--- config.mk ---
export PLATFORM = sky130hd
export DESIGN_NAME = analog_port_device_classifier_top
export DESIGN_NICKNAME = d
export VERILOG_FILES = /design/src/rtl/apdc_pkg.sv /design/src/rtl/analog_port_device_classifier_top.sv /design/src/rtl/apdc_judge.sv
export SDC_FILE = /design/constraint.sdc
export NUM_CORES = 1
export LEC_CHECK = 0
export BUFFER_PORTS_ARGS = -buffer_cell sky130_fd_sc_hd__buf_4
export CAP_MARGIN = 40
export CORE_MARGIN = 10
export CORE_UTILIZATION = 48
export DETAILED_ROUTE_END_ITERATION = 7
export GPL_TIMING_DRIVEN = 0
export MAX_ROUTING_LAYER = met4
export SYNTH_ARGS = -nofsm -noshare
export SYNTH_HDL_FRONTEND = slang
export SYNTH_SLANG_ARGS = --single-unit
--- constraint.sdc ---
create_clock -name clk -period 6.8 [get_ports clk]
set_input_delay 0.68 -clock clk [delete_from_list [all_inputs] [get_ports clk]]
set_output_delay 0.68 -clock clk [all_outputs]
set_load 0.01 [all_outputs]
--- src/rtl/apdc_pkg.sv ---
`default_nettype none
// ----------------------------------------------------------------------------
// apdc_pkg: shared types and constants for the analog port device classifier
// Holds the sample widths, class codes, register indexes and the bundles that
// pass between the window tracker and the decision logic.
// ----------------------------------------------------------------------------
package apdc_pkg;

  // Sample and threshold widths
  localparam int MV_W           = 13;
  localparam int CNT_W          = 8;
  localparam int DEFAULT_WINDOW = 16;

  localparam logic [MV_W-1:0]  FULL_MV        = 13'd5000;
  localparam logic [CNT_W-1:0] SERIAL_REPEATS = 8'd2;
  localparam logic [CNT_W-1:0] STREAK_MAX     = 8'd255;

  // Register reset values
  localparam logic [MV_W-1:0]  RST_UART_SWING = 13'd2500;
  localparam logic [MV_W-1:0]  RST_HIGH_LEVEL = 13'd3000;
  localparam logic [MV_W-1:0]  RST_LOW_LEVEL  = 13'd1000;
  localparam logic [MV_W-1:0]  RST_FLAT_SWING = 13'd500;
  localparam logic [MV_W-1:0]  RST_CH1_LOW    = 13'd500;
  localparam logic [MV_W-1:0]  RST_CH1_HIGH   = 13'd2500;
  localparam logic [CNT_W-1:0] RST_CONFIRM    = 8'd5;

  // Window class codes
  typedef enum logic [2:0] {
    CLS_NONE   = 3'd0,
    CLS_SERIAL = 3'd1,
    CLS_TRAIN  = 3'd2,
    CLS_SIMPLE = 3'd3,
    CLS_LIGHT  = 3'd4
  } cls_t;

  // Held device type codes
  typedef enum logic [1:0] {
    DEV_UNKNOWN = 2'd0,
    DEV_TRAIN   = 2'd1,
    DEV_SIMPLE  = 2'd2,
    DEV_LIGHT   = 2'd3
  } dev_t;

  // Configuration register indexes
  typedef enum logic [2:0] {
    REG_UART_SWING = 3'd0,
    REG_HIGH_LEVEL = 3'd1,
    REG_LOW_LEVEL  = 3'd2,
    REG_FLAT_SWING = 3'd3,
    REG_CH1_LOW    = 3'd4,
    REG_CH1_HIGH   = 3'd5,
    REG_CONFIRM    = 3'd6
  } reg_idx_t;

  // Threshold set
  typedef struct packed {
    logic [MV_W-1:0]  uart_swing;
    logic [MV_W-1:0]  high_level;
    logic [MV_W-1:0]  low_level;
    logic [MV_W-1:0]  flat_swing;
    logic [MV_W-1:0]  ch1_low;
    logic [MV_W-1:0]  ch1_high;
    logic [CNT_W-1:0] confirm;
  } cfg_t;

  // Extremes of one finished window
  typedef struct packed {
    logic [MV_W-1:0] ch0_lo;
    logic [MV_W-1:0] ch0_hi;
    logic [MV_W-1:0] ch1_lo;
    logic [MV_W-1:0] ch1_hi;
  } win_t;

  // One result transaction
  typedef struct packed {
    cls_t             window_class;
    logic [CNT_W-1:0] streak;
    dev_t             device_type;
    logic             dumb_device;
    logic             uart_request;
  } result_t;

  // Clamp a sample to full scale
  function automatic logic [MV_W-1:0] sat_mv(input logic [MV_W-1:0] v);
    sat_mv = (v > FULL_MV) ? FULL_MV : v;
  endfunction

  // Max minus min, zero if the pair is inverted
  function automatic logic [MV_W-1:0] swing(input logic [MV_W-1:0] hi,
                                            input logic [MV_W-1:0] lo);
    swing = (hi >= lo) ? (hi - lo) : '0;
  endfunction

endpackage : apdc_pkg
`default_nettype wire

--- src/rtl/analog_port_device_classifier_top.sv ---
`default_nettype none
// Result path: a window's result is offered on out_* once its last sample pair
//   is accepted; the window register loads when that pair is accepted, and the
//   result register loads from it once the output is free to take it.
// Throughput: one sample pair per cycle, sustained; in_ready falls only while
//   a finished window and a result both wait on a stalled output.
// Reset: synchronous, active low; thresholds return to defaults, the window,
//   streak, held type and passive flag are cleared.
// ----------------------------------------------------------------------------
// analog_port_device_classifier_top: port voltage device classifier
// Tracks per-channel extremes over WINDOW sample pairs and, at each window's
// end, classifies the port and confirms the device over repeated windows.
// ----------------------------------------------------------------------------
module analog_port_device_classifier_top import apdc_pkg::*; #(
  parameter int WINDOW = DEFAULT_WINDOW
) (
  input  wire logic             clk,
  input  wire logic             rst_n,
  // sample pair channel
  input  wire logic             in_valid,
  output logic                  in_ready,
  input  wire logic [MV_W-1:0]  in_ch0_mv,
  input  wire logic [MV_W-1:0]  in_ch1_mv,
  // result channel
  output logic                  out_valid,
  input  wire logic             out_ready,
  output logic [2:0]            out_window_class,
  output logic [CNT_W-1:0]      out_streak,
  output logic [1:0]            out_device_type,
  output logic                  out_dumb_device,
  output logic                  out_uart_request,
  // configuration write channel
  input  wire logic             cfg_valid,
  output logic                  cfg_ready,
  input  wire logic [2:0]       cfg_index,
  input  wire logic [MV_W-1:0]  cfg_data
);

  localparam int IDX_W = (WINDOW > 1) ? $clog2(WINDOW) : 1;
  localparam logic [IDX_W-1:0] IDX_LAST = IDX_W'(WINDOW - 1);

  cfg_t             cfg_r;
  logic [IDX_W-1:0] idx_r;
  win_t             run_r, run_nxt;
  win_t             win_r;
  logic             win_valid_r;
  logic             in_fire, judge_fire, idx_last;
  logic [MV_W-1:0]  a, b;
  result_t          res, out_r;
  logic             out_valid_r;

  // Handshakes
  assign cfg_ready  = 1'b1;
  assign judge_fire = win_valid_r && (!out_valid_r || out_ready);
  assign in_ready   = !win_valid_r || judge_fire;
  assign in_fire    = in_valid && in_ready;
  assign idx_last   = (idx_r == IDX_LAST);

  // Configuration registers
  always_ff @(posedge clk) begin
    if (!rst_n) begin
      cfg_r.uart_swing <= RST_UART_SWING;
      cfg_r.high_level <= RST_HIGH_LEVEL;
      cfg_r.low_level  <= RST_LOW_LEVEL;
      cfg_r.flat_swing <= RST_FLAT_SWING;
      cfg_r.ch1_low    <= RST_CH1_LOW;
      cfg_r.ch1_high   <= RST_CH1_HIGH;
      cfg_r.confirm    <= RST_CONFIRM;
    end else if (cfg_valid && cfg_ready) begin
      unique case (cfg_index)
        REG_UART_SWING: cfg_r.uart_swing <= cfg_data;
        REG_HIGH_LEVEL: cfg_r.high_level <= cfg_data;
        REG_LOW_LEVEL:  cfg_r.low_level  <= cfg_data;
        REG_FLAT_SWING: cfg_r.flat_swing <= cfg_data;
        REG_CH1_LOW:    cfg_r.ch1_low    <= cfg_data;
        REG_CH1_HIGH:   cfg_r.ch1_high   <= cfg_data;
        REG_CONFIRM:    cfg_r.confirm    <= cfg_data[CNT_W-1:0];
        default:        ;
      endcase
    end
  end

  // Running extremes with the incoming pair folded in
  always_comb begin
    a       = sat_mv(in_ch0_mv);
    b       = sat_mv(in_ch1_mv);
    run_nxt = run_r;
    if (a < run_r.ch0_lo) run_nxt.ch0_lo = a;
    if (a > run_r.ch0_hi) run_nxt.ch0_hi = a;
    if (b < run_r.ch1_lo) run_nxt.ch1_lo = b;
    if (b > run_r.ch1_hi) run_nxt.ch1_hi = b;
  end

  // Window tracker
  always_ff @(posedge clk) begin
    if (!rst_n) begin
      idx_r  <= '0;
      run_r  <= '{ch0_lo: FULL_MV, ch0_hi: '0, ch1_lo: FULL_MV, ch1_hi: '0};
    end else if (in_fire) begin
      if (idx_last) begin
        idx_r <= '0;
        run_r <= '{ch0_lo: FULL_MV, ch0_hi: '0, ch1_lo: FULL_MV, ch1_hi: '0};
      end else begin
        idx_r <= idx_r + IDX_W'(1);
        run_r <= run_nxt;
      end
    end
  end

  // Finished window register
  always_ff @(posedge clk) begin
    if (!rst_n) begin
      win_valid_r <= 1'b0;
    end else if (in_fire && idx_last) begin
      win_valid_r <= 1'b1;
    end else if (judge_fire) begin
      win_valid_r <= 1'b0;
    end
  end

  always_ff @(posedge clk) begin
    if (in_fire && idx_last) win_r <= run_nxt;
  end

  // Classification and confirmation
  apdc_judge u_judge (
    .clk   (clk),
    .rst_n (rst_n),
    .fire  (judge_fire),
    .win   (win_r),
    .cfg   (cfg_r),
    .res   (res)
  );

  // Result register
  always_ff @(posedge clk) begin
    if (!rst_n) begin
      out_valid_r <= 1'b0;
    end else if (judge_fire) begin
      out_valid_r <= 1'b1;
    end else if (out_ready) begin
      out_valid_r <= 1'b0;
    end
  end

  always_ff @(posedge clk) begin
    if (judge_fire) out_r <= res;
  end

  assign out_valid        = out_valid_r;
  assign out_window_class = out_r.window_class;
  assign out_streak       = out_r.streak;
  assign out_device_type  = out_r.device_type;
  assign out_dumb_device  = out_r.dumb_device;
  assign out_uart_request = out_r.uart_request;

`ifndef SYNTH
  // Last pair of a window always leaves a finished window pending
  a_win_loaded: assert property (@(posedge clk) disable iff (!rst_n)
    in_fire && idx_last |=> win_valid_r)
    else $error("finished window not captured");

  // Input stalls only when both window and result stages are full
  a_stall_cause: assert property (@(posedge clk) disable iff (!rst_n)
    !in_ready |-> win_valid_r && out_valid_r && !out_ready)
    else $error("input stalled without backpressure");

  // A serial request only comes with a serial window
  a_uart_class: assert property (@(posedge clk) disable iff (!rst_n)
    out_valid && out_uart_request |-> out_window_class == CLS_SERIAL)
    else $error("serial request on non-serial window");

  // A none window reports a cleared streak and unknown type
  a_none_result: assert property (@(posedge clk) disable iff (!rst_n)
    out_valid && out_window_class == CLS_NONE |->
      out_streak == '0 && out_device_type == DEV_UNKNOWN)
    else $error("none window result not cleared");
`endif

endmodule : analog_port_device_classifier_top
`default_nettype wire

--- src/rtl/apdc_judge.sv ---
`default_nettype none
// ----------------------------------------------------------------------------
// apdc_judge: window classification and device confirmation
// Classifies one finished window from its swings and levels, and keeps the
// streak, last class, held type and passive flag across windows.
// ----------------------------------------------------------------------------
module apdc_judge import apdc_pkg::*; (
  input  wire logic clk,
  input  wire logic rst_n,
  input  wire logic fire,
  input  wire win_t win,
  input  wire cfg_t cfg,
  output result_t   res
);

  cls_t             last_class_r, last_class_nxt;
  logic [CNT_W-1:0] streak_r, streak_nxt;
  dev_t             held_r, held_nxt;
  logic             dumb_r, dumb_nxt;

  logic [MV_W-1:0]  d0, d1;
  logic             ch0_flat, ch1_flat;
  cls_t             cls;
  logic             uart;

  // Classification, in priority order
  always_comb begin
    d0       = swing(win.ch0_hi, win.ch0_lo);
    d1       = swing(win.ch1_hi, win.ch1_lo);
    ch0_flat = (d0 < cfg.flat_swing);
    ch1_flat = (d1 < cfg.flat_swing);
    cls      = CLS_NONE;
    priority if (d1 >= cfg.uart_swing) begin
      cls = CLS_SERIAL;
    end else if (win.ch0_hi >= cfg.high_level && ch0_flat) begin
      if (win.ch1_lo <= cfg.ch1_low && ch1_flat) cls = CLS_TRAIN;
    end else if (win.ch0_lo <= cfg.low_level && ch0_flat) begin
      priority if (win.ch1_lo <= cfg.ch1_low && ch1_flat) begin
        cls = CLS_SIMPLE;
      end else if (win.ch1_lo >= cfg.ch1_high && ch1_flat) begin
        cls = CLS_LIGHT;
      end else begin
        cls = CLS_NONE;
      end
    end else begin
      cls = CLS_NONE;
    end
  end

  // Streak and confirmation
  always_comb begin
    last_class_nxt = last_class_r;
    streak_nxt     = streak_r;
    held_nxt       = held_r;
    dumb_nxt       = dumb_r;
    uart           = 1'b0;
    if (cls == CLS_NONE) begin
      streak_nxt     = '0;
      held_nxt       = DEV_UNKNOWN;
      last_class_nxt = CLS_NONE;
    end else begin
      if (cls == last_class_r) begin
        if (streak_r != STREAK_MAX) streak_nxt = streak_r + 8'd1;
      end else begin
        last_class_nxt = cls;
        streak_nxt     = '0;
      end
      if (cls == CLS_SERIAL) begin
        if (streak_nxt >= SERIAL_REPEATS) begin
          dumb_nxt = 1'b0;
          uart     = 1'b1;
        end
      end else if (streak_nxt >= cfg.confirm) begin
        // passive class codes sit one above their device type codes
        held_nxt = dev_t'(2'(cls - CLS_SERIAL));
        dumb_nxt = 1'b1;
      end
    end
    res.window_class = cls;
    res.streak       = streak_nxt;
    res.device_type  = held_nxt;
    res.dumb_device  = dumb_nxt;
    res.uart_request = uart;
  end

  // Decision state
  always_ff @(posedge clk) begin
    if (!rst_n) begin
      last_class_r <= CLS_NONE;
      streak_r     <= '0;
      held_r       <= DEV_UNKNOWN;
      dumb_r       <= 1'b0;
    end else if (fire) begin
      last_class_r <= last_class_nxt;
      streak_r     <= streak_nxt;
      held_r       <= held_nxt;
      dumb_r       <= dumb_nxt;
    end
  end

`ifndef SYNTH
  // A class other than none always leaves it as the last class
  a_last_follows: assert property (@(posedge clk) disable iff (!rst_n)
    fire && cls != CLS_NONE |=> last_class_r == $past(cls))
    else $error("last class not updated");

  // A none window clears streak and held type
  a_none_clears: assert property (@(posedge clk) disable iff (!rst_n)
    fire && cls == CLS_NONE |=> streak_r == '0 && held_r == DEV_UNKNOWN)
    else $error("none window did not clear");

  // Serial requests only after enough agreeing windows
  a_uart_streak: assert property (@(posedge clk) disable iff (!rst_n)
    uart |-> cls == CLS_SERIAL && streak_nxt >= SERIAL_REPEATS)
    else $error("serial request without streak");
`endif

endmodule : apdc_judge
`default_nettype wire

==> results.json, run 1 <==
{
  "status": "finished, final reports clean",
  "gr-total-overflow": 0,
  "use_met2_pct": 31.3,
  "gp_congestion": 0.887,
  "synth.net_count": 1794,
  "first_global_vias": 10888,
  "cpMostUsedCell": "a21o_1",
  "antenna_found_initial": 0,
  "crit_slowest_cell": "edfxtp_1",
  "power_leakage_nw": 6.81,
  "dpl.hpwl_um": 28800,
  "cp_data_arrival_time_ps": 7130,
  "combPwrFrac_pct": 13.5,
  "hold_buffers": 0,
  "drv_cap": 0,
  "vias": 11527,
  "critPathMaxFanout": 5,
  "clock_latency_ps": 540,
  "drtIter0Drc": 783,
  "nets": 1910,
  "grt_busiest_layer": "met2",
  "synth_xor_area_share_pct": 1.72,
  "required_ps": 7270,
  "grt_use_met3_pct": 2.30,
  "yosys_warnings": 0,
  "setup_viol": 0,
  "synth-edff-count": 67,
  "drt_first_pass_iters": 5,
  "grt_usage_pct": 20.7,
  "finalMaxSlewViolations": 0,
  "pwr-share-seq_pct": 44.9,
  "ys_ff_latch": 225,
  "skew_ps": 11.7,
  "synth_fa_ha_area_share_pct": 16.3,
  "synth.distinct_cells": 76,
  "port_buffers": 59,
  "finalCritPeriodShare_pct": 97.9,
  "hold_viol": 0,
  "layout-drive-gt1-share_pct": 11.7,
  "max_freq_ghz": 0.150,
  "drc": 0,
  "syn_area_per_cell_um2": 8.74,
  "pre_cts_ws_ps": -503,
  "grt_setup_unrepaired": "yes",
  "switching_power_w": 0.000880,
  "gr-usage-met1_pct": 29.1,
  "wire_per_inst_um": 18.0,
  "viasPerCell": 5.53,
  "p_per_area_nw_per_um2": 202,
  "drtAntennaViolNets": 0,
  "syn-cell-area_um2": 13700,
  "synth_top_family_by_area": "compound AO/OA/AOI/OAI gates",
  "p_int_w": 0.00234,
  "tightest_slew_ps": 802,
  "fin_cells": 2083,
  "cts_buffer_depth": 3,
  "relSlewSlack_pct": 46.5,
  "pwr-share-clk_pct": 41.6,
  "numCtsBuffers": 26,
  "area_growth_pct": 16.0,
  "htreeDepth": 1,
  "die_area_um2": 35700,
  "p_sw_share_pct": 27.3,
  "wl_um": 37400,
  "cts_tree": "yes",
  "path_clk_slew_ps": 60,
  "diodes": 0,
  "die_h_um": 189,
  "ys.flop_type": "dfxtp_1",
  "synthCells": 1569,
  "finalCriticalPeriod_ps": 6650,
  "synth_top_area_share_pct": 23.1,
  "synthMuxAreaShare_pct": 2.07,
  "clockRootBuffer": "clkbuf_16",
  "synth_largest_area_cell": "dfxtp_1",
  "grt_max_degree": 30,
  "setup_slack_ps": 145,
  "vdd_drop_max_uv": 194,
  "hp-class": "input port to flop",
  "ioPinCount": 65,
  "synth.area.top_cells": "dfxtp_1, ha_1, edfxtp_1",
  "grt_pass1_wl_um": 58500,
  "rows": 61,
  "critPathKind": "flop to flop",
  "critPathMaxStageDelay_ps": 430,
  "yosysSeqAreaShare_pct": 37.7,
  "place_inst": 2011,
  "cp-end-kind": "flop",
  "hold_ws_ps": 432,
  "core-area_um2": 28000,
  "fin_tns_setup_ps": 0,
  "die_w_um": 189,
  "synthArstFlopShare_pct": 0,
  "yosys.area_share.simple_pct": 15.5,
  "cp-start-kind": "flop",
  "synth-compound-area-share_pct": 19.8,
  "cts.sink_count": 225,
  "start_util_pct": 49.0
}
-- sequential cells by signal, summed over array words and instances, names as in the netlist --
signal,count
out_uart_request,1
u_judge.last_class_r,3
u_judge.dumb_r,1
out_dumb_device,1
out_streak,8
out_window_class,3
win_valid_r,1
run_r,52
u_judge.held_r,2
out_valid,1
cfg_r,86
u_judge.streak_r,8
out_device_type,2
idx_r,4
win_r,52
-- stage by stage --
stage                     area, µm²  utilization (%)  power (W)
after floorplan               13700                -    0.00176
after global placement        14600             52.2    0.00189
after detailed placement      14700             52.5    0.00190
after CTS                     15600             55.6    0.00325
after global routing          15900             56.8    0.00336
final                         15900             56.8    0.00322
-- per-layer routing --
layer	share of wire, %	vias to the layer above
li1	-	5794
met1	50	5429
met5	0	-
met4	2.3	0
met3	4.0	58
met2	44	246
-- synthesized netlist by cell type (18+ instances only) --
cell,number
clkbuf_1,41
o211ai_1,48
ha_1,176
o21ai_1,24
a21o_1,40
inv_1,194
nor2_1,75
a21oi_1,109
dfxtp_1,158
nand4_1,24
nand2b_1,18
o21ai_0,48
nand2_1,225
edfxtp_1,67
nor2b_1,22
o21a_1,20
nand3_1,42
-- path summary, 6_finish.rpt --
kind | start | end | slack (ps) | depth (start not counted)
max | win_r[27] | u_judge.held_r[0] | 150 | 30
min | cfg_data[12] | cfg_r[46] | 430 | 3
max reg2reg | win_r[27] | u_judge.held_r[0] | 150 | 30
min reg2reg | run_r[39] | run_r[39] | 450 | 2
-- power groups by stage --
stage / Sequential, W / Clock (W) / Combinational [W]
6_report: 0.00145 / 0.00134 / 0.000435
5_1_grt: 0.00145 / 0.00142 / 0.000486
4_1_cts: 0.00145 / 0.00137 / 0.000432
3_5_place_dp: 0.00147 / 0 / 0.000428
3_3_place_gp: 0.00147 / 0 / 0.000420
2_1_floorplan: 0.00147 / 0 / 0.000289
-- critical path, delay by kind of cell (launching register included) --
family,cells,cell delay (ps)
xor gates and xnor gates,2,440
AOI/OAI and AO/OA,15,3110
DFF,1,430
adders and majority gates,3,890
and+or+nand+nor,10,1710
-- cells by family after synthesis --
group	Yosys count
simple gates	465
fa+ha+maj	178
mux	27
flops	225
compound gates	402
xor+xnor	27
other cells	1
buf+inv	244
-- final cells by class --
class	instances	area [µm²]
fillers	2594	12100
inverters	195	732
plain buffers	49	209
clock inverters	16	104
well taps	378	473
repair buffers	88	677
flip-flops and latches	225	5170
multi-input cells	1100	7830
clock buffers	32	714
-- cells in the final DEF (no fill, tap or decap), types with 7 or more instances in the layout --
master,n
dfxtp_1,158
a211oi_1,10
nor2_1,72
a32o_1,10
buf_4,85
nand4_1,24
nor2b_1,21
o21ai_0,41
a21oi_2,8
o21a_1,20
xor2_1,13
nor3_1,12
a21oi_1,102
o2bb2ai_1,16
o21ai_1,28
clkinv_2,7
o211ai_1,48
mux2_2,8
clkbuf_1,42
o31ai_1,8
inv_1,193
clkbuf_16,27
nand2b_1,17
a21o_1,40
nand2_1,224
xnor2_1,13
ha_1,169
edfxtp_1,67
buf_2,7
a22o_1,8
and3_1,8
mux2i_1,16
nand3_1,41
-- timing repair --
action                                  CTS  global route
setup buffers                             5            18
gates cloned                              0             1
endpoints found under the hold margin     0             0
resized for setup                         8            46
pin swaps                                 5            41
endpoints found under the setup margin    6             6
(Power assumes the default switching activity.)
==> run 2, diff against run 1 <==
SKIP_CTS_REPAIR_TIMING = 1   (was not set)
clock period = 6.24 ns   (was 6.8 ns; I/O delays follow)
==> run 2 against run 1 <==
Effect of this change:
- the run now ends with setup timing left
- power is 9.0% higher
- via count decreased by 0.19%
- sequential share of layout area grew 0.067 points
- register-to-register slack worse by 670 ps
- wire length fell by 0.72%
==> results.json, run 2 (same netlist as run 1, synthesis figures left out) <==
{
  "status": "finished with violations",
  "failed_checks": "setup timing",
  "drv_cap": 0,
  "finalMaxSlewViolations": 0,
  "grt_usage_pct": 20.6,
  "fin_tns_setup_ps": -2620,
  "p_per_area_nw_per_um2": 221,
  "reg.largest.list": "cfg_r: 86 flops, run_r: 52 flops, win_r: 52 flops",
  "viasPerCell": 5.54,
  "area_growth_pct": 15.8,
  "drc": 0,
  "critPathMaxFanout": 5,
  "grt_pass1_wl_um": 58300,
  "antenna_found_initial": 0,
  "nets": 1905,
  "wl_um": 37100,
  "first_global_vias": 10885,
  "power_leakage_nw": 6.80,
  "combPwrFrac_pct": 13.6,
  "post-route-util_pct": 56.7,
  "ioPinCount": 65,
  "pwr-share-clk_pct": 41.6,
  "drtAntennaViolNets": 0,
  "gr-total-overflow": 0,
  "switching_power_w": 0.000958,
  "hold_viol": 0,
  "worstHoldPathCells": 3,
  "reg2reg_from": "win_r[39]",
  "skew_ps": 8.98,
  "port_buffers": 59,
  "max_freq_ghz": 0.148,
  "wire_per_inst_um": 17.9,
  "cts_tree": "yes",
  "drt_first_pass_iters": 5,
  "required_ps": 6710,
  "core-area_um2": 28000,
  "grt_setup_unrepaired": "yes",
  "vias": 11505,
  "cp_data_arrival_time_ps": 7230,
  "p_sw_share_pct": 27.3,
  "reg2reg_to": "u_judge.held_r[0]",
  "p_int_w": 0.00255,
  "rows": 61,
  "die_area_um2": 35700,
  "rr_worst_depth": 32,
  "gp_congestion": 0.887,
  "crit_slowest_cell": "edfxtp_1",
  "finalCritPeriodShare_pct": 108,
  "clockRootBuffer": "clkbuf_16",
  "diodes": 0,
  "numCtsBuffers": 26,
  "startpoint": "win_r[39]",
  "setup_viol": 6,
  "path_clk_slew_ps": 60,
  "start_util_pct": 49.0,
  "clock_latency_ps": 540,
  "tightest_slew_ps": 814,
  "grt_max_degree": 30,
  "critPathKind": "flop to flop",
  "finalCriticalPeriod_ps": 6760,
  "relSlewSlack_pct": 45.5,
  "largest_reg_flops": 86,
  "drtIter0Drc": 757,
  "hp-class": "input port to flop",
  "largest-register": "cfg_r",
  "pwr-share-seq_pct": 44.9,
  "layout_common_cells": "nand2_1, inv_1, ha_1",
  "vdd_drop_max_uv": 210,
  "cp-start-kind": "flop",
  "cts.sink_count": 225,
  "r2r_setup_slack_ps": -520,
  "die_w_um": 189,
  "critPathMaxStageDelay_ps": 410,
  "htreeDepth": 1,
  "cpMostUsedCell": "a21o_1",
  "final_common_cell": "nand2_1",
  "cp-end-kind": "flop",
  "dpl.hpwl_um": 28800,
  "layout-drive-gt1-share_pct": 11.4,
  "die_h_um": 189,
  "cts_buffer_depth": 3,
  "cp-endpoint": "u_judge.held_r[0]",
  "setup_slack_ps": -520
}
[run 2: worst max-delay path: cells and delay by family, from the launching register on]
| kind | cells | cell delay (ps) |
|---|---|---|
| xor gates and xnor gates | 2 | 380 |
| AOI/OAI and AO/OA | 16 | 2920 |
| DFF | 1 | 410 |
| adders and majority gates | 4 | 1220 |
| and+or+nand+nor | 10 | 1770 |
[run 2: layout make-up]
type	count	area, µm²
inverter	195	732
tap	378	473
fill	2588	12100
buffer	49	209
clock buffer	32	714
timing repair buffer	83	648
sequential	225	5170
clock inverter	16	104
multi-input combinational	1100	7830
[run 2: per-layer routing]
metal  track usage (%)  up-vias  wire, µm
li1                  -     5787         -
met1              28.9     5400     18300
met2              31.3      262     16300
met3              2.30       56      1730
met4              4.55        0       793
met5                 -        -         0
[run 2: worst min-delay path by stage]
| stage | start | endpoint | slack [ps] |
|---|---|---|---|
| floorplan | run_r[39] | run_r[39] | 430 |
| global placement | run_r[43] | run_r[43] | 440 |
| detailed placement | run_r[40] | run_r[40] | 440 |
| CTS | cfg_data[12] | cfg_r[85] | 370 |
| global route | cfg_data[12] | cfg_r[85] | 380 |
| finish | cfg_data[12] | cfg_r[46] | 380 |
[run 2: per-stage QoR]
stage | std cells | hold WS (ps) | setup slack, ps | instance area, µm² | power [W]
after floorplan | 1569 | 430 | 38.6 | 13700 | 0.00192
after global placement | 2006 | 440 | -1070 | 14600 | 0.00206
after detailed placement | 2011 | 441 | -1060 | 14700 | 0.00207
after CTS | 2059 | 367 | -1130 | 15500 | 0.00354
after global routing | 2078 | 379 | -856 | 15900 | 0.00366
final | 2078 | 378 | -520 | 15900 | 0.00351
[run 2: power groups by stage]
stage | clock network (W) | registers (W) | logic (W)
2_1_floorplan | 0 | 0.00160 | 0.000315
3_3_place_gp | 0 | 0.00161 | 0.000458
3_5_place_dp | 0 | 0.00161 | 0.000466
4_1_cts | 0.00149 | 0.00158 | 0.000469
5_1_grt | 0.00155 | 0.00158 | 0.000531
6_report | 0.00146 | 0.00158 | 0.000476
